**src/obd_pkg.sv**
```systemverilog
`default_nettype none
package obd_pkg;

   localparam int CSR_ADDR_W = 5;
   localparam int CSR_DATA_W = 32;
   localparam int PAYLOAD_W  = 32;

   // register index = paddr[4:2]
   typedef enum logic [2:0] {
      CSR_SAMPLES_PER_BIT  = 3'd0,
      CSR_ONE_THRESHOLD    = 3'd1,
      CSR_PREAMBLE_PATTERN = 3'd2,
      CSR_PAYLOAD_BITS     = 3'd3,
      CSR_TRAILER_BITS     = 3'd4,
      CSR_TRAILER_PATTERN  = 3'd5
   } csr_index_type;

   typedef enum logic [1:0] {
      PH_HUNT    = 2'd0,
      PH_PAYLOAD = 2'd1,
      PH_TRAILER = 2'd2
   } phase_type;

   typedef enum logic [2:0] {
      EV_NONE         = 3'd0,
      EV_PREAMBLE     = 3'd1,
      EV_PAYLOAD      = 3'd2,
      EV_TRAILER_GOOD = 3'd3,
      EV_TRAILER_BAD  = 3'd4
   } event_type;

   localparam logic [7:0]  SAMPLES_PER_BIT_RESET  = 8'd10;
   localparam logic [7:0]  ONE_THRESHOLD_RESET    = 8'd7;
   localparam logic [31:0] PREAMBLE_PATTERN_RESET = 32'h0000_FFFF;
   localparam logic [5:0]  PAYLOAD_BITS_RESET     = 6'd8;
   localparam logic [5:0]  TRAILER_BITS_RESET     = 6'd16;
   localparam logic [31:0] TRAILER_PATTERN_RESET  = 32'h0000_0001;

   localparam logic [7:0]  HIGH_COUNT_MAX = 8'hFF;
   localparam logic [5:0]  BIT_COUNT_MAX  = 6'h3F;

endpackage
`default_nettype wire

```
**src/obd_if.sv**
```systemverilog
`default_nettype none
interface obd_req_if;
   logic valid;
   logic ready;
   logic level;

   modport source (output valid, output level, input ready);
   modport sink (input valid, input level, output ready);
endinterface

interface obd_rsp_if;
   logic                valid;
   logic                ready;
   logic                bit_value;
   obd_pkg::event_type  event_res;
   logic [31:0]         payload;
   logic                marker;

   modport source (output valid, output bit_value, output event_res, output payload,
                   output marker, input ready);
   modport sink (input valid, input bit_value, input event_res, input payload,
                 input marker, output ready);
endinterface
`default_nettype wire

```
**src/oversampled_bit_deframer_top.sv**
```systemverilog
// Oversampled bit slicer and preamble / payload / trailer deframer.
//
// req_if carries one comparator sample (level) per word. Every word is
// counted; only the word that closes a bit period (samples_per_bit samples,
// 256 when the register is zero) yields a word on rsp_if: the decided bit,
// the framing event, the last captured payload and the marker pin.
//
// Latency: the result word is valid on the cycle after the closing sample is
// accepted. Throughput: one sample per clock while no closing sample stalls,
// set by the single registered pass of counters and compares between the state
// registers and the result register.
//
// Stall: a sample that does not close a period is always taken. A closing
// sample is taken only when the result register is empty or drained in the
// same cycle, so a stalled receiver holds back only the closing sample.
//
// Reset (synchronous, active high): counters, history and payload clear, the
// phase returns to hunt, the marker drops, CSRs take defaults. The CSRs sit
// at 4*index on APB and must be written only while idle (left unchecked).
`default_nettype none
module oversampled_bit_deframer_top #(
   parameter int HISTORY_WIDTH = 32
) (
   input  wire logic                           clock,
   input  wire logic                           reset,
   obd_req_if.sink                             req_if,
   obd_rsp_if.source                           rsp_if,
   input  wire logic                           csr_psel,
   input  wire logic                           csr_penable,
   input  wire logic                           csr_pwrite,
   input  wire logic [obd_pkg::CSR_ADDR_W-1:0] csr_paddr,
   input  wire logic [obd_pkg::CSR_DATA_W-1:0] csr_pwdata,
   output logic      [obd_pkg::CSR_DATA_W-1:0] csr_prdata,
   output logic                                csr_pready
);
   import obd_pkg::*;

   // compare width: history and 32-bit patterns both zero-extended to this
   localparam int CW = (HISTORY_WIDTH > PAYLOAD_W) ? HISTORY_WIDTH : PAYLOAD_W;

   // ---------------- CSRs ----------------
   logic [7:0]  spb_ff, thr_ff;
   logic [31:0] pre_ff, tpat_ff;
   logic [5:0]  pay_ff, trl_ff;
   logic        csr_wr;
   csr_index_type csr_idx;

   assign csr_pready = 1'b1;
   assign csr_wr     = csr_psel && csr_penable && csr_pwrite;
   assign csr_idx    = csr_index_type'(csr_paddr[CSR_ADDR_W-1:2]);

   always_ff @(posedge clock) begin
      if (reset) begin
         spb_ff  <= SAMPLES_PER_BIT_RESET;
         thr_ff  <= ONE_THRESHOLD_RESET;
         pre_ff  <= PREAMBLE_PATTERN_RESET;
         pay_ff  <= PAYLOAD_BITS_RESET;
         trl_ff  <= TRAILER_BITS_RESET;
         tpat_ff <= TRAILER_PATTERN_RESET;
      end else if (csr_wr) begin
         unique case (csr_idx)
            CSR_SAMPLES_PER_BIT:  spb_ff  <= csr_pwdata[7:0];
            CSR_ONE_THRESHOLD:    thr_ff  <= csr_pwdata[7:0];
            CSR_PREAMBLE_PATTERN: pre_ff  <= csr_pwdata;
            CSR_PAYLOAD_BITS:     pay_ff  <= csr_pwdata[5:0];
            CSR_TRAILER_BITS:     trl_ff  <= csr_pwdata[5:0];
            CSR_TRAILER_PATTERN:  tpat_ff <= csr_pwdata;
            default: ;  // unmapped addresses ignore writes
         endcase
      end
   end

   always_comb begin
      unique case (csr_idx)
         CSR_SAMPLES_PER_BIT:  csr_prdata = CSR_DATA_W'(spb_ff);
         CSR_ONE_THRESHOLD:    csr_prdata = CSR_DATA_W'(thr_ff);
         CSR_PREAMBLE_PATTERN: csr_prdata = pre_ff;
         CSR_PAYLOAD_BITS:     csr_prdata = CSR_DATA_W'(pay_ff);
         CSR_TRAILER_BITS:     csr_prdata = CSR_DATA_W'(trl_ff);
         CSR_TRAILER_PATTERN:  csr_prdata = tpat_ff;
         default:              csr_prdata = '0;
      endcase
   end

   // ---------------- deframer state ----------------
   logic [7:0]               sc_ff, sc_in;     // samples in current period
   logic [7:0]               hc_ff, hc_in;     // high samples, saturating
   logic [HISTORY_WIDTH-1:0] hist_ff, hist_in;
   logic [5:0]               bip_ff, bip_in;   // bits in phase, saturates at 63
   phase_type                phase_ff, phase_in;
   logic [31:0]              hold_ff, hold_in;
   logic                     marker_ff, marker_in;

   // result register
   logic                     rsp_valid_ff, rsp_valid_in;
   logic                     rsp_bit_ff;
   event_type                rsp_event_ff, event_in;
   logic [31:0]              rsp_payload_ff;
   logic                     rsp_marker_ff;

   logic [7:0]               sc_plus, hc_plus;
   logic [5:0]               bip_plus;
   logic                     period_end, bit_dec, take, step;
   logic [HISTORY_WIDTH-1:0] hist_shift;
   logic [CW-1:0]            hist_ext;
   logic                     hit_pre, hit_pay, hit_trl, trl_good, clear_hist;

   // the closing sample is known from the counter alone, so only it waits
   assign req_if.ready = !period_end || !rsp_valid_ff || rsp_if.ready;
   assign take         = req_if.valid && req_if.ready;
   assign step         = take && period_end;

   assign sc_plus    = sc_ff + 8'd1;
   assign period_end = (sc_plus == spb_ff);
   assign hc_plus    = (req_if.level && (hc_ff != HIGH_COUNT_MAX)) ? hc_ff + 8'd1 : hc_ff;
   assign bit_dec    = (hc_plus >= thr_ff);
   assign bip_plus   = (bip_ff != BIT_COUNT_MAX) ? bip_ff + 6'd1 : bip_ff;
   assign hist_shift = {hist_ff[HISTORY_WIDTH-2:0], bit_dec};
   assign hist_ext   = CW'(hist_shift);

   assign hit_pre  = (phase_ff == PH_HUNT) && (hist_ext == CW'(pre_ff));
   assign hit_pay  = (phase_ff == PH_PAYLOAD) && (bip_plus >= pay_ff);
   assign hit_trl  = (phase_ff == PH_TRAILER) && (bip_plus >= trl_ff);
   assign trl_good = (hist_ext == CW'(tpat_ff));
   assign clear_hist = hit_pre || hit_pay;

   // phase next state
   always_comb begin
      phase_in = phase_ff;
      unique case (phase_ff)
         PH_HUNT:    if (hit_pre) phase_in = PH_PAYLOAD;
         PH_PAYLOAD: if (hit_pay) phase_in = PH_TRAILER;
         PH_TRAILER: if (hit_trl) phase_in = PH_HUNT;
         default:    phase_in = phase_ff;
      endcase
   end

   // event output for the bit that closes now
   always_comb begin
      event_in = EV_NONE;
      unique case (phase_ff)
         PH_HUNT:    if (hit_pre) event_in = EV_PREAMBLE;
         PH_PAYLOAD: if (hit_pay) event_in = EV_PAYLOAD;
         PH_TRAILER: if (hit_trl) event_in = trl_good ? EV_TRAILER_GOOD : EV_TRAILER_BAD;
         default:    event_in = EV_NONE;
      endcase
   end

   always_comb begin
      sc_in     = period_end ? 8'd0 : sc_plus;
      hc_in     = period_end ? 8'd0 : hc_plus;
      hist_in   = clear_hist ? '0 : hist_shift;
      bip_in    = clear_hist ? 6'd0 : bip_plus;
      hold_in   = hit_pay ? hist_ext[31:0] : hold_ff;
      marker_in = marker_ff || hit_pre;
      if (step)
         rsp_valid_in = 1'b1;
      else if (rsp_if.ready)
         rsp_valid_in = 1'b0;
      else
         rsp_valid_in = rsp_valid_ff;
   end

   always_ff @(posedge clock) begin
      if (reset) begin
         sc_ff        <= '0;
         hc_ff        <= '0;
         hist_ff      <= '0;
         bip_ff       <= '0;
         phase_ff     <= PH_HUNT;
         hold_ff      <= '0;
         marker_ff    <= 1'b0;
         rsp_valid_ff <= 1'b0;
      end else begin
         rsp_valid_ff <= rsp_valid_in;
         if (take) begin
            sc_ff <= sc_in;
            hc_ff <= hc_in;
         end
         if (step) begin
            hist_ff   <= hist_in;
            bip_ff    <= bip_in;
            phase_ff  <= phase_in;
            hold_ff   <= hold_in;
            marker_ff <= marker_in;
         end
      end
   end

   // result payload, no reset needed
   always_ff @(posedge clock) begin
      if (step) begin
         rsp_bit_ff     <= bit_dec;
         rsp_event_ff   <= event_in;
         rsp_payload_ff <= hold_in;
         rsp_marker_ff  <= marker_in;
      end
   end

   assign rsp_if.valid     = rsp_valid_ff;
   assign rsp_if.bit_value = rsp_bit_ff;
   assign rsp_if.event_res = rsp_event_ff;
   assign rsp_if.payload   = rsp_payload_ff;
   assign rsp_if.marker    = rsp_marker_ff;

endmodule
`default_nettype wire

```
**src/flat_wrapper.sv**
```systemverilog
// flat-port wrapper written by rule: the top's interface ports become plain ports
module oversampled_bit_deframer_top_flat import obd_pkg::*;
#(
   parameter int HISTORY_WIDTH = 32
)
  (clock, reset, csr_psel, csr_penable, csr_pwrite, csr_paddr, csr_pwdata, csr_prdata, csr_pready, req_if_valid, req_if_level, req_if_ready, rsp_if_valid, rsp_if_bit_value, rsp_if_event_res, rsp_if_payload, rsp_if_marker, rsp_if_ready);
  obd_req_if req_if_i ();
  obd_rsp_if rsp_if_i ();
  input  wire logic clock;
  input  wire logic reset;
  input  wire logic csr_psel;
  input  wire logic csr_penable;
  input  wire logic csr_pwrite;
  input  wire logic [obd_pkg::CSR_ADDR_W-1:0] csr_paddr;
  input  wire logic [obd_pkg::CSR_DATA_W-1:0] csr_pwdata;
  output logic      [obd_pkg::CSR_DATA_W-1:0] csr_prdata;
  output logic csr_pready;
  input wire logic [$bits(req_if_i.valid)-1:0] req_if_valid;
  input wire logic [$bits(req_if_i.level)-1:0] req_if_level;
  output wire logic [$bits(req_if_i.ready)-1:0] req_if_ready;
  output wire logic [$bits(rsp_if_i.valid)-1:0] rsp_if_valid;
  output wire logic [$bits(rsp_if_i.bit_value)-1:0] rsp_if_bit_value;
  output wire logic [$bits(rsp_if_i.event_res)-1:0] rsp_if_event_res;
  output wire logic [$bits(rsp_if_i.payload)-1:0] rsp_if_payload;
  output wire logic [$bits(rsp_if_i.marker)-1:0] rsp_if_marker;
  input wire logic [$bits(rsp_if_i.ready)-1:0] rsp_if_ready;
  assign req_if_i.valid = req_if_valid;
  assign req_if_i.level = req_if_level;
  assign req_if_ready = req_if_i.ready;
  assign rsp_if_valid = rsp_if_i.valid;
  assign rsp_if_bit_value = rsp_if_i.bit_value;
  assign rsp_if_event_res = rsp_if_i.event_res;
  assign rsp_if_payload = rsp_if_i.payload;
  assign rsp_if_marker = rsp_if_i.marker;
  assign rsp_if_i.ready = rsp_if_ready;
  oversampled_bit_deframer_top #(.HISTORY_WIDTH(HISTORY_WIDTH)) u_core (.clock(clock), .reset(reset), .req_if(req_if_i), .rsp_if(rsp_if_i), .csr_psel(csr_psel), .csr_penable(csr_penable), .csr_pwrite(csr_pwrite), .csr_paddr(csr_paddr), .csr_pwdata(csr_pwdata), .csr_prdata(csr_prdata), .csr_pready(csr_pready));
endmodule
```
**config.mk**
```make
export PLATFORM = sky130hd
export DESIGN_NAME = oversampled_bit_deframer_top_flat
export DESIGN_NICKNAME = d
export VERILOG_FILES = /design/src/obd_pkg.sv /design/src/obd_if.sv /design/src/oversampled_bit_deframer_top.sv /design/src/flat_wrapper.sv
export SDC_FILE = /design/constraint.sdc
export NUM_CORES = 1
export LEC_CHECK = 0
export ABC_CLOCK_PERIOD_IN_PS = 4150
export BUFFER_PORTS_ARGS = -buffer_cell sky130_fd_sc_hd__buf_2
export CAP_MARGIN = 10
export CELL_PAD_IN_SITES_DETAIL_PLACEMENT = 0
export CELL_PAD_IN_SITES_GLOBAL_PLACEMENT = 1
export CORE_MARGIN = 4
export CORE_UTILIZATION = 40
export CTS_BUF_LIST = sky130_fd_sc_hd__clkbuf_16
export CTS_CLUSTER_DIAMETER = 200
export DETAILED_ROUTE_END_ITERATION = 8
export PLACE_DENSITY_LB_ADDON = 0.1
export SLEW_MARGIN = 0
export SYNTH_ARGS = -nofsm -noshare
export SYNTH_HDL_FRONTEND = slang
export SYNTH_SLANG_ARGS = --single-unit
```
**constraint.sdc**
```tcl
create_clock -name clock -period 4.15 [get_ports clock]
set_input_delay 0.6225 -clock clock [delete_from_list [all_inputs] [get_ports clock]]
set_output_delay 0.6225 -clock clock [all_outputs]
set_load 0.01 [all_outputs]
```
### Word level (Yosys, flattened, before mapping)

Cells that the tools add are included.

* register bits after elaboration: 218
* bits of input ports: 45
* output and inout port bits: 72
* word-level logic and storage cells: 83

* add/sub/neg operators: 3
* order comparisons: 3
* eq/ne operators: 15
* multiplexer cells: 19
* reduce and logical (&&, ||, !) cells: 25

Operators by type and width (number)
* $pmux W32 S6: 1
* $eq A32 B32 Y1: 2
* $mux W32: 1
* $mux W31: 1
* $mux W8: 3
* $add A8 B1 Y8 const B: 2
* $ge A6 B6 Y1: 2
* $mux W6: 2
* $reduce_and A2 Y1: 6
* $pmux W3 S3: 1
* $eq A8 B8 Y1: 1
* $ge A8 B8 Y1: 1
* $logic_and A1 B1 Y1: 8
* $mux W2: 4
* $ne A8 B8 Y1 const B: 1
* $add A6 B1 Y6 const B: 1
* $eq A3 B2 Y1 const B: 2
* $eq A3 B3 Y1 const B: 2
* $mux W3: 2
* $ne A2 B1 Y1 const B: 3
* $ne A6 B6 Y1 const B: 1
* $pmux W2 S3: 1
* $reduce_and A5 Y1: 1
* $logic_or A1 B1 Y1: 4
* other kinds (9): 12

### Logic depth before layout (Yosys ltp)

Gate-level depths: netlist of run 1.

* word-level depth: 8
* mapped depth: 15
* gate-level depth less buffers: 14

### Least setup slack after synthesis of run 1

No wires, ideal clock.

* path type: reg2reg
* start: register u_core.hc_ff[0]
* end: register u_core.bip_ff[1]
* setup time: 0.070 ns
* arrival: 3.323 ns
* data required time: 4.080 ns
* path slack: 0.757 ns
* cell stages (with the launch flop): 14
* buffers on the path: 1
* clock period less this slack: 3.393 ns
* path through: dfxtp_1 ha_1 nand2_1 o21ai_0 or3_1 xnor2_1 ha_1 nand4_1 o311a_1 o2111a_1 nor2_1 clkbuf_1 nand3_1 a21oi_1

* cells in the longest elaborated chain, start to end: 8
* elaborated cells between the ends (all ways): 9
* classes of those cells: add/sub (1); order compare (1); eq/ne (2); mux (2); reduce/logical (3)

Ends and longest elaborated chain
* from (decl): line oversampled_bit_deframer_top.sv:87 `logic [7:0] hc_ff, hc_in;`
* from (signal assigned): line oversampled_bit_deframer_top.sv:178 `hc_ff <= hc_in;`
* parallel branches: the longest is 2 deep, another holds $add A8 B1 Y8
* $mux W8 (*): line oversampled_bit_deframer_top.sv:115 `assign hc_plus = (req_if.level && (hc_ff != HIGH_COUNT_MAX)) ? hc_ff + 8'd1 : hc_ff;`
* $ge A8 B8 Y1 (*): line oversampled_bit_deframer_top.sv:116 `assign bit_dec = (hc_plus >= thr_ff);`
* $eq A32 B32 Y1 (*): line oversampled_bit_deframer_top.sv:121 `assign hit_pre = (phase_ff == PH_HUNT) && (hist_ext == CW'(pre_ff));`
* $logic_and A1 B1 Y1 (*): line oversampled_bit_deframer_top.sv:121
* $logic_or A1 B1 Y1 (*): line oversampled_bit_deframer_top.sv:125 `assign clear_hist = hit_pre || hit_pay;`
* $mux W6 (*): line oversampled_bit_deframer_top.sv:153 `bip_in = clear_hist ? 6'd0 : bip_plus;`
* to (signal assigned): line oversampled_bit_deframer_top.sv:182 `bip_ff <= bip_in;`
* to (decl): line oversampled_bit_deframer_top.sv:89 `logic [5:0] bip_ff, bip_in;`

Mark *: on every way between the ends.
A chain may end at the register's enable or synchronous reset.

### Worst setup path in the final report of run 1

* start: register u_core.hc_ff[0]
* end: register u_core.bip_ff[0]

The elaborated chain is that of the path after synthesis.

==> metrics.md, run 1 <==
| Metric | Value |
|---|---|
| Status | `finished, final reports clean` |
| Worst Setup Start Kind | `register` |
| Crit-path slowest cell | `o32ai_1` |
| Max-slew headroom | `between 20 and 25%` |
| Post-synth EDFFs | `37` |
| Final std cells w/o fill | `between 1500 and 2000` |
| Slew of the pin with the lowest slew margin | `between 1 and 1.5 ns` |
| Ys flop type | `dfxtp_1` |
| Part of the cycle the worst path needs | `around nine tenths` |
| Die Y | `roughly 170 um` |
| Final Critical Period | `3.71 ns` |
| Pre-Repair DR Iteration Count | `5` |
| DP HPWL | `~21000 um` |
| Lkg Pwr | `0.00496 uW` |
| Fillers | `2554` |
| Cts hold-fix bufs | `0` |
| Maximum clock path buffer count | `3` |
| Post-route ant nets | `0` |
| Post-Syn Area per Cell | `8.81 um^2` |
| Most used cell, CP | `ha_1` |
| Fin Setup TNS | `0 ns` |
| Largest net degree at the start of global routing | `83` |
| Routed WL | `about 30000 um` |
| Hold WC Path Type | `input pin to register` |
| CTS tree | `built` |
| Via count | `8511` |
| Core area | `25400 um^2` |
| Starting Density | `about two fifths` |
| Critical path arrival | `between 4 and 5 ns` |
| Area contributors post-synth | `dfxtp_1 (35%), edfxtp_1 (11%), nand2_1 (9.6%)` |
| Most frequent cell after synthesis | `nand2_1` |
| Unrepaired setup endpoints after global routing | `false` |
| Vias in the first global route | `about 8000` |
| Setup crit end kind | `register` |
| M2 GR Usage | `31.1%` |
| Drt initial violations | `between 600 and 700` |
| Layout cells sized above 1 | `around 17%` |
| Residual DRC | `0` |
| Synth top area share | `a little over a third` |
| Cells after Synth | `1185` |
| Warning count from the yosys run | `0` |
| Total Routing Usage GR | `about a fifth` |
| Post-synthesis cell type count | `65` |
| CTS sink cnt | `~220` |
| First-pass GRT wire length | `~48000 um` |
| Final hold violations | `0` |
| Die Wd | `~170 um` |
| Area of the die | `approximately 29000 um^2` |
| PwrDens | `386 nW/um^2` |
| GR Util met1 | `32.1%` |
| Syn nets | `1257` |
| Crit-path max cell delay | `0.59 ns` |
| Max VDD drop | `around 0.22 mV` |
| Seq/Total Area, Yosys | `approximately 45%` |
| Htree depth | `1` |
| Final slew viol count | `0` |
| Crit-path cells | `ha_1 -> nand2_1 -> o21ai_0 -> or3_1 -> xnor2_1 -> ha_1 -> nand4_1 -> o32ai_1 -> o2111a_1 -> nor2_2 -> buf_4 -> nand4b_1 -> a21oi_1` |
| Crit path required time | `approximately 4.5 ns` |
| Crit Path Category | `register to register` |
| CTS resizes | `0` |
| Area grow syn2layout | `16.0%` |
| Root Buffer | `clkbuf_16` |
| CP Max Fanout | `37` |
| Synth area leader | `dfxtp_1` |
| Remaining global-route overflow | `0` |
| Max Freq | `around 270 MHz` |
| Setup Viol. Count Final | `0` |
| M3 GR Usage | `~2.9%` |
| DR vias/cell | `5.25` |
| Worst clock skew | `between 0.007 and 0.008 ns` |
| Placed cells | `1574` |
| Worst hold stages | `3` |
| CTS buffer count | `25` |
| Post-DR wirelength/cell | `roughly 19 um` |
| Clock transition at path regs | `around 0.06 ns` |
| IO Count | `about 120` |
| Post-synthesis cell area | `approximately 10000 um^2` |
| Postcts setup bufs | `0` |
| Worst skew pair latency | `0.54 ns` |
| #FFs+latches synth | `between 200 and 250` |
| Buffers on Ports | `113` |
| Initial antenna violation count | `0` |
| Commonest cells post-synth | `nand2_1 (266), dfxtp_1 (181), a21oi_1 (136)` |
| Placer Congestion | `roughly 0.82` |
| Busiest grt layer | `met1` |
| Max Cap Viol | `0` |
| Row count | `58` |
| Nets | `between 1000 and 1500` |
| N_diodes | `0` |
| Cell depth of the worst flop-to-flop path | `13` |
| R2r setup slk | `~0.44 ns` |
| Asr flop ratio synth | `0%` |
## critical path, delay by kind of cell (launching register included)
kind | cells | cell delay [ns]
compound gates | 4 | 1.24
xor+xnor | 1 | 0.16
fa+ha+maj | 2 | 0.58
buf+inv | 1 | 0.25
flops | 1 | 0.37
simple gates | 5 | 0.95
## layout make-up
| cell class | count | area [um^2] | share of cell area (%) |
|---|---|---|---|
| multi-input cells | 865 | 5260 | 43.4 |
| clock inverters | 21 | 231 | 1.91 |
| flip-flops and latches | 218 | 4730 | 39.1 |
| clock buffers | 25 | 626 | 5.17 |
| repair buffers | 132 | 736 | 6.08 |
| inverters | 29 | 109 | 0.899 |
| well taps | 330 | 413 | 3.41 |
## state kept, by name, indices dropped and copies added, names as in the netlist, 31 cells and up
register	cells
u_core.hold_ff	32
u_core.rsp_if.payload	32
u_core.tpat_ff	32
u_core.pre_ff	32
u_core.hist_ff	31
## report_power, final
group          internal (uW)  leakage [uW]  switching, uW
registers               2150       0.00186           12.8
logic                   66.4       0.00265            131
clock network           1410      0.000448            900
total                   3630       0.00496           1040
## metal layers
layer / routed length (um) / part of all wire, % / vias to the layer above
met3: 1780 / 5.9 / 34
met4: 417 / 1.4 / 0
met5: 0 / 0 / -
li1: - / - / 4288
met2: 13200 / 44 / 205
met1: 14800 / 49 / 3984
## stage by stage
step	hold slack [ns]	cell area (um^2)	total power, uW	worst slack (ns)	utilization, %
after floorplan	0.428	10400	2330	0.757	-
after global placement	0.434	11200	2410	0.532	44.3
after detailed placement	0.441	11200	2410	0.485	44.3
after CTS	0.300	12100	4730	0.473	47.7
after global routing	0.306	12100	4860	0.111	47.7
final	0.316	12100	4670	0.444	47.7
## path summary, 6_finish.rpt
check / to / start
worst min-delay path: u_core.pre_ff[12] / csr_pwdata[12]
worst max-delay path: u_core.bip_ff[0] / u_core.hc_ff[0]
worst min register to register: u_core.hold_ff[27] / u_core.hold_ff[27]
worst max register to register: u_core.bip_ff[0] / u_core.hc_ff[0]
## kinds of logic after synthesis
kind of cell             Yosys count  synth area share [%]
AND/OR/NAND/NOR                  446                  18.8
AO/OA/AOI/OAI                    241                  14.4
flip-flops                       218                  45.4
buffers and inverters            102                  4.29
XOR/XNOR                          82                  6.88
multiplexers                      68                  6.92
adder cells (fa/ha/maj)           27                  3.24
other                              1                0.0359
## layout by cell type (no fill, tap or decap), types with 3 or more instances in the layout
master     instances
xnor2_1           44
and3_1             5
buf_2            112
nor4_1            10
nand2_1          266
o2111ai_1          3
inv_1             34
a211oi_1           3
nor2_1            40
o211ai_1           5
mux2_2            33
clkinv_1           5
o22ai_1            3
nand4_1           14
nor3_1            10
dfxtp_1          181
o21ai_0           19
clkbuf_16         25
edfxtp_1          37
xor2_1            38
nand3_1           65
or3_1              4
bufinv_16          5
a31oi_1            9
o21a_1             4
nor2b_1            6
ha_1              27
nor2_2             3
clkinv_2           4
mux2i_1           35
o21ai_1            4
and2_1             4
a21oi_1          136
buf_4             18
a22o_1            31
nand2b_1           5
o31ai_1            5
Power figures use the tool's default switching activity.
==> run 2: changes to the inputs <==
--- a/config.mk
+++ b/config.mk
@@ -5,7 +5,7 @@
 export SDC_FILE = /design/constraint.sdc
 export NUM_CORES = 1
 export LEC_CHECK = 0
-export ABC_CLOCK_PERIOD_IN_PS = 4150
+export ABC_CLOCK_PERIOD_IN_PS = 3580
 export BUFFER_PORTS_ARGS = -buffer_cell sky130_fd_sc_hd__buf_2
 export CAP_MARGIN = 10
 export CELL_PAD_IN_SITES_DETAIL_PLACEMENT = 0
==> constraint.sdc (replaced) <==
create_clock -name clock -period 3.58 [get_ports clock]
set_input_delay 0.537 -clock clock [delete_from_list [all_inputs] [get_ports clock]]
set_output_delay 0.537 -clock clock [all_outputs]
set_load 0.01 [all_outputs]
==> metrics.md, run 2 (synthesis gave the netlist of run 1 again) <==
| Metric | Value |
|---|---|
| Fillers | `2532` |
| Pre-CTS setup slack | `around 0.038 ns` |
| Crit-path max cell delay | `0.39 ns` |
| PwrDens | `roughly 420 nW/um^2` |
| R2R Path End | `u_core.hist_ff[6]` |
| Pre-Repair DR Iteration Count | `7` |
| Lkg Pwr | `between 0.005 and 0.006 uW` |
| Largest net degree at the start of global routing | `77` |
| Max Cap Viol | `0` |
| DR top layer | `met4` |
| CTS tree | `built` |
| Max VDD drop | `around 0.35 mV` |
| Core area | `around 25000 um^2` |
| WL met2 | `between 10000 and 15000 um` |
| Met3 wire length | `1670 um` |
| Crit Path Category | `register to register` |
| Hold WC Path Type | `input pin to register` |
| Root Buffer | `clkbuf_16` |
| Row count | `58` |
| Post-route ant nets | `0` |
| Die Y | `about 170 um` |
| Min Hold Slack | `0.246 ns` |
| Clock transition at path regs | `0.06 ns` |
| Critical path's top delay family | `compound AO/OA/AOI/OAI gates` |
| Setup crit end kind | `register` |
| Via count | `8679` |
| Slew of the pin with the lowest slew margin | `around 0.9 ns` |
| Total Routing Usage GR | `21.2%` |
| First-pass GRT wire length | `approximately 49000 um` |
| Worst Setup Start Kind | `register` |
| R2r setup slk | `between 0.2 and 0.25 ns` |
| Critical Path End | `u_core.hist_ff[6]` |
| Htree depth | `1` |
| Crit path required time | `just over 4 ns` |
| Worst skew pair latency | `0.52 ns` |
| Worst clock skew | `roughly 0.013 ns` |
| Commonest cells after routing, fill and taps aside | `nand2_1 (266), dfxtp_1 (179), a21oi_1 (136), buf_2 (112), nand3_1 (65)` |
| Worst r2r src | `u_core.hc_ff[1]` |
| Final hold violations | `0` |
| Critical path arrival | `between 3 and 4 ns` |
| Final setup margin | `about 0.25 ns` |
| Placed cells | `1587` |
| Fin Setup TNS | `0 ns` |
| DR vias/cell | `approximately 5.3` |
| Final slew viol count | `0` |
| Die Wd | `about 170 um` |
| Buffers on Ports | `about 110` |
| Most used cell, CP | `ha_1` |
| N_diodes | `0` |
| Drt initial violations | `623` |
| Final std cells w/o fill | `between 1500 and 2000` |
| Area grow syn2layout | `17.7%` |
| Crit path from | `u_core.hc_ff[1]` |
| Area of the die | `roughly 29000 um^2` |
| Crit-path slowest cell | `dfxtp_1` |
| Part of the cycle the worst path needs | `between 90% and 100%` |
| Max Freq | `300 MHz` |
| Most common cell after layout, fill and taps aside | `nand2_1` |
| Vias in the first global route | `8405` |
| Starting Density | `41.1%` |
| Unrepaired setup endpoints after global routing | `true` |
| Remaining global-route overflow | `0` |
| Initial antenna violation count | `0` |
| CTS sink cnt | `between 200 and 250` |
| CTS buffer count | `27` |
| CP Max Fanout | `18` |
| Status | `finished, final reports clean` |
| DP HPWL | `between 20000 and 25000 um` |
| Residual DRC | `0` |
| CP Depth | `14` |
| Cell depth of the worst flop-to-flop path | `14` |
| Maximum clock path buffer count | `3` |
| Max-slew headroom | `between 40% and 50%` |
| Placer Congestion | `roughly 0.81` |
| Final core occ | `between 40% and 50%` |
| Layout cells sized above 1 | `between 10% and 20%` |
| Routed WL | `31100 um` |
| Nets | `1361` |
| Crit path buf inv count | `2` |
| Post-DR wirelength/cell | `between 15 and 20 um` |
| Final Critical Period | `3.33 ns` |
| Crit-path cells | `ha_1 -> nand2_1 -> o21a_2 -> xnor2_1 -> ha_1 -> nand2b_1 -> a2111oi_4 -> o32ai_2 -> buf_4 -> o2111a_2 -> nor2_4 -> clkbuf_16 -> nand3_1 -> a21oi_1` |
| M1 WL | `around 15000 um` |
| Setup Viol. Count Final | `0` |
| IO Count | `~120` |
==> run 2: layout make-up <==
| type | instances | area [um^2] | area share (%) |
|---|---|---|---|
| inverters | 29 | 109 | 0.886 |
| clock buffers | 27 | 676 | 5.50 |
| repair buffers | 148 | 911 | 7.41 |
| well taps | 330 | 413 | 3.36 |
| clock inverters | 21 | 118 | 0.957 |
| multi-input cells | 865 | 5330 | 43.3 |
| flip-flops and latches | 218 | 4740 | 38.6 |
==> run 2: per-stage QoR <==
| stage | cell area [um^2] | total power [uW] |
|---|---|---|
| 4_1_cts | 12200 | 5250 |
| 3_5_place_dp | 11400 | 2800 |
| 5_1_grt | 12300 | 5390 |
| 3_3_place_gp | 11400 | 2800 |
| 6_report | 12300 | 5200 |
| 2_1_floorplan | 10400 | 2700 |
==> run 2: worst min-delay path, stage by stage <==
cell     delay, ns
buf_2         0.09
nand2_1       0.04
nand3_1       0.06
==> run 2: how the worst min path moves through the flow <==
stage | startpoint | to | slack, ns | depth (start not counted)
5_1_grt | csr_pwdata[13] | u_core.pre_ff[13] | 0.24 | 3
4_1_cts | csr_pwdata[12] | u_core.pre_ff[12] | 0.23 | 3
3_5_place_dp | u_core.hold_ff[9] | u_core.hold_ff[9] | 0.44 | 2
2_1_floorplan | u_core.hold_ff[31] | u_core.hold_ff[31] | 0.43 | 2
6_report | csr_pwdata[12] | u_core.pre_ff[12] | 0.25 | 3
3_3_place_gp | u_core.hold_ff[7] | u_core.hold_ff[7] | 0.43 | 2
==> run 2: what timing repair did <==
action | in CTS | in global routing
endpoints found under the setup margin | 0 | 107
hold endpoints to repair | 0 | 0
resized for setup | 0 | 18
buffers inserted | 0 | 2
hold buffers | 0 | 0
==> run 2: where the power goes <==
part / switching [uW] / internal (uW) / leakage, uW
combinational: 158 / 82.5 / 0.00278
sequential: 13.7 / 2500 / 0.00186
clock: 1020 / 1430 / 0.000418
total: 1200 / 4010 / 0.00506
==> run 2: metal layers <==
layer | global-route usage [%] | vias to the layer above
li1 | - | 4334
met1 | 31.5 | 4117
met2 | 33.1 | 199
met3 | 3.07 | 29
met4 | 3.89 | 0
met5 | 0 | -
==> run 3: changes to the inputs <==
--- a/config.mk
+++ b/config.mk
@@ -10,12 +10,13 @@
 export CAP_MARGIN = 10
 export CELL_PAD_IN_SITES_DETAIL_PLACEMENT = 0
 export CELL_PAD_IN_SITES_GLOBAL_PLACEMENT = 1
+export CORE_ASPECT_RATIO = 2
 export CORE_MARGIN = 4
 export CORE_UTILIZATION = 40
 export CTS_BUF_LIST = sky130_fd_sc_hd__clkbuf_16
 export CTS_CLUSTER_DIAMETER = 200
 export DETAILED_ROUTE_END_ITERATION = 8
-export PLACE_DENSITY_LB_ADDON = 0.1
+export PLACE_DENSITY = 0.75
 export SLEW_MARGIN = 0
 export SYNTH_ARGS = -nofsm -noshare
 export SYNTH_HDL_FRONTEND = slang
==> metrics.md, run 3 (synthesis gave the netlist of run 1 again) <==
| Metric | Value |
|---|---|
| Status | `finished, final reports clean` |
| Final setup margin | `between 0.2 and 0.3 ns` |
| Total Routing Usage GR | `a little under a quarter` |
| PwrDens | `428 nW/um^2` |
| Setup Viol. Count Final | `0` |
| Setup crit end kind | `register` |
| Pre-CTS setup slack | `approximately 0.15 ns` |
| Buffers on Ports | `113` |
| Row count | `83` |
| Pre-Repair DR Iteration Count | `6` |
| Area of the die | `about 29000 um^2` |
| Starting Density | `40.7%` |
| Final Critical Period | `3.31 ns` |
| Largest net degree at the start of global routing | `73` |
| Most common cell after layout, fill and taps aside | `nand2_1` |
| Nets | `around 1400` |
| Hold Startpoint | `csr_pwdata[8]` |
| DP HPWL | `roughly 24000 um` |
| Hold WC Path Type | `input pin to register` |
| Part of the cycle the worst path needs | `just over 90%` |
| Maximum clock path buffer count | `3` |
| Fin Setup TNS | `0 ns` |
| Drt initial violations | `around 460` |
| Core area | `25700 um^2` |
| R2r setup slk | `approximately 0.27 ns` |
| CP Depth | `15` |
| Post-DR wirelength/cell | `20.2 um` |
| Crit Path Category | `register to register` |
| Layout cells sized above 1 | `18.7%` |
| Critical path arrival | `~3.8 ns` |
| Crit path from | `u_core.hc_ff[4]` |
| Crit-path cells | `and3_1 -> nand3_1 -> o21a_1 -> nand4_1 -> nor2_1 -> xor2_1 -> ha_1 -> nand4_1 -> buf_4 -> o311a_1 -> o2111a_1 -> nor2_4 -> buf_12 -> nand3_1 -> a21oi_1` |
| Overall power | `between 5000 and 6000 uW` |
| Crit path required time | `4.01 ns` |
| Dpl cell area | `approximately 11000 um^2` |
| Max VDD drop | `between 0.3 and 0.4 mV` |
| Max Freq | `302 MHz` |
| CTS tree | `built` |
| Worst r2r src | `u_core.hc_ff[4]` |
| Worst Setup Start Kind | `register` |
| Root Buffer | `clkbuf_16` |
| Worst skew pair latency | `0.52 ns` |
| Worst clock skew | `about 0.013 ns` |
| Commonest cells after routing, fill and taps aside | `nand2_1 (266), dfxtp_1 (181), a21oi_1 (136), buf_2 (112), nand3_1 (65)` |
| N_diodes | `0` |
| Final hold violations | `0` |
| Max-slew headroom | `between 40% and 50%` |
| Crit-path slowest cell | `dfxtp_1` |
| Critical path's top delay family | `compound AO/OA/AOI/OAI gates` |
| R2R Path End | `u_core.hist_ff[19]` |
| Via count | `between 8000 and 9000` |
| Die Wd | `122 um` |
| Worst hold stages | `3` |
| DR vias/cell | `between 5 and 6` |
| IO Count | `approximately 120` |
| Remaining global-route overflow | `0` |
| Area grow syn2layout | `17.7%` |
| Initial antenna violation count | `0` |
| Lkg Pwr | `roughly 0.0050 uW` |
| Clock transition at path regs | `about 0.070 ns` |
| CTS buffer count | `21` |
| Cell depth of the worst flop-to-flop path | `15` |
| CP Max Fanout | `20` |
| Routed WL | `around 33000 um` |
| Vias in the first global route | `~8700` |
| CTS sink cnt | `~220` |
| Post-route ant nets | `0` |
| Design Area, Final | `approximately 12000 um^2` |
| Crit-path max cell delay | `about 0.4 ns` |
| Htree depth | `1` |
| Unrepaired setup endpoints after global routing | `false` |
| Placer Congestion | `around 0.88` |
| Slew of the pin with the lowest slew margin | `between 0.8 and 0.9 ns` |
| Final slew viol count | `0` |
| First-pass GRT wire length | `50900 um` |
| Residual DRC | `0` |
| Critical Path End | `u_core.hist_ff[19]` |
| Die Y | `between 200 and 250 um` |
| Min Hold Slack | `~0.26 ns` |
| Crit path buf inv count | `2` |
| Max Cap Viol | `0` |
[run 3: cell types whose count changed in the layout (fill, tap and decap cells not counted), moves of 3 or more]
cell        before  now
buf_4           30   45
bufinv_16        1    6
clkbuf_16       28   21
clkinv_1         9    3
clkinvlp_4       0    3
inv_1           35   28
[run 3: worst min-delay path: cells and delay by family]
kind                   cells  cell delay (ns)
and+or+nand+nor            2             0.10
buffers and inverters      1             0.09
[run 3: timing repair]
| item | in CTS | in global routing |
|---|---|---|
| hold buffers | 0 | 0 |
| gates resized for setup | 0 | 4 |
| setup buffers | 0 | 3 |
| endpoints found under the setup margin | 0 | 54 |
[run 3: worst min path at each step]
stage	slack [ns]	end
after floorplan	0.43	u_core.hold_ff[31]
after global placement	0.43	u_core.hold_ff[20]
after detailed placement	0.44	u_core.hold_ff[0]
after CTS	0.24	u_core.pre_ff[8]
after global routing	0.25	u_core.pre_ff[12]
final	0.26	u_core.pre_ff[8]
[run 3: per-layer routing]
metal | GRT usage [%] | share of wire [%] | vias up
li1 | - | - | 4322
met1 | 24.3 | 36 | 4256
met2 | 41.8 | 53 | 249
met3 | 3.17 | 4.4 | 93
met4 | 13.6 | 6.5 | 0
met5 | 0 | 0 | -
[run 3: area by class of cell]
| class | count | area, um^2 |
|---|---|---|
| clock buffers | 21 | 526 |
| clock inverters | 17 | 250 |
| fillers | 2537 | 13400 |
| inverters | 29 | 109 |
| multi-input cells | 865 | 5280 |
| flip-flops and latches | 218 | 4730 |
| well taps | 340 | 425 |
| repair buffers | 160 | 958 |
[run 3: power breakdown]
group	leakage, uW	switching (uW)	internal (uW)
registers	0.00186	15.3	2490
clock network	0.000373	997	1520
logic	0.00280	159	81.0
[run 3: metrics by stage]
step / instances / util (%)
after CTS: 1647 / 47.7
after global placement: 1609 / 44.7
after detailed placement: 1609 / 44.7
final: 1650 / 47.9
after floorplan: 1185 / -
after global routing: 1650 / 47.9
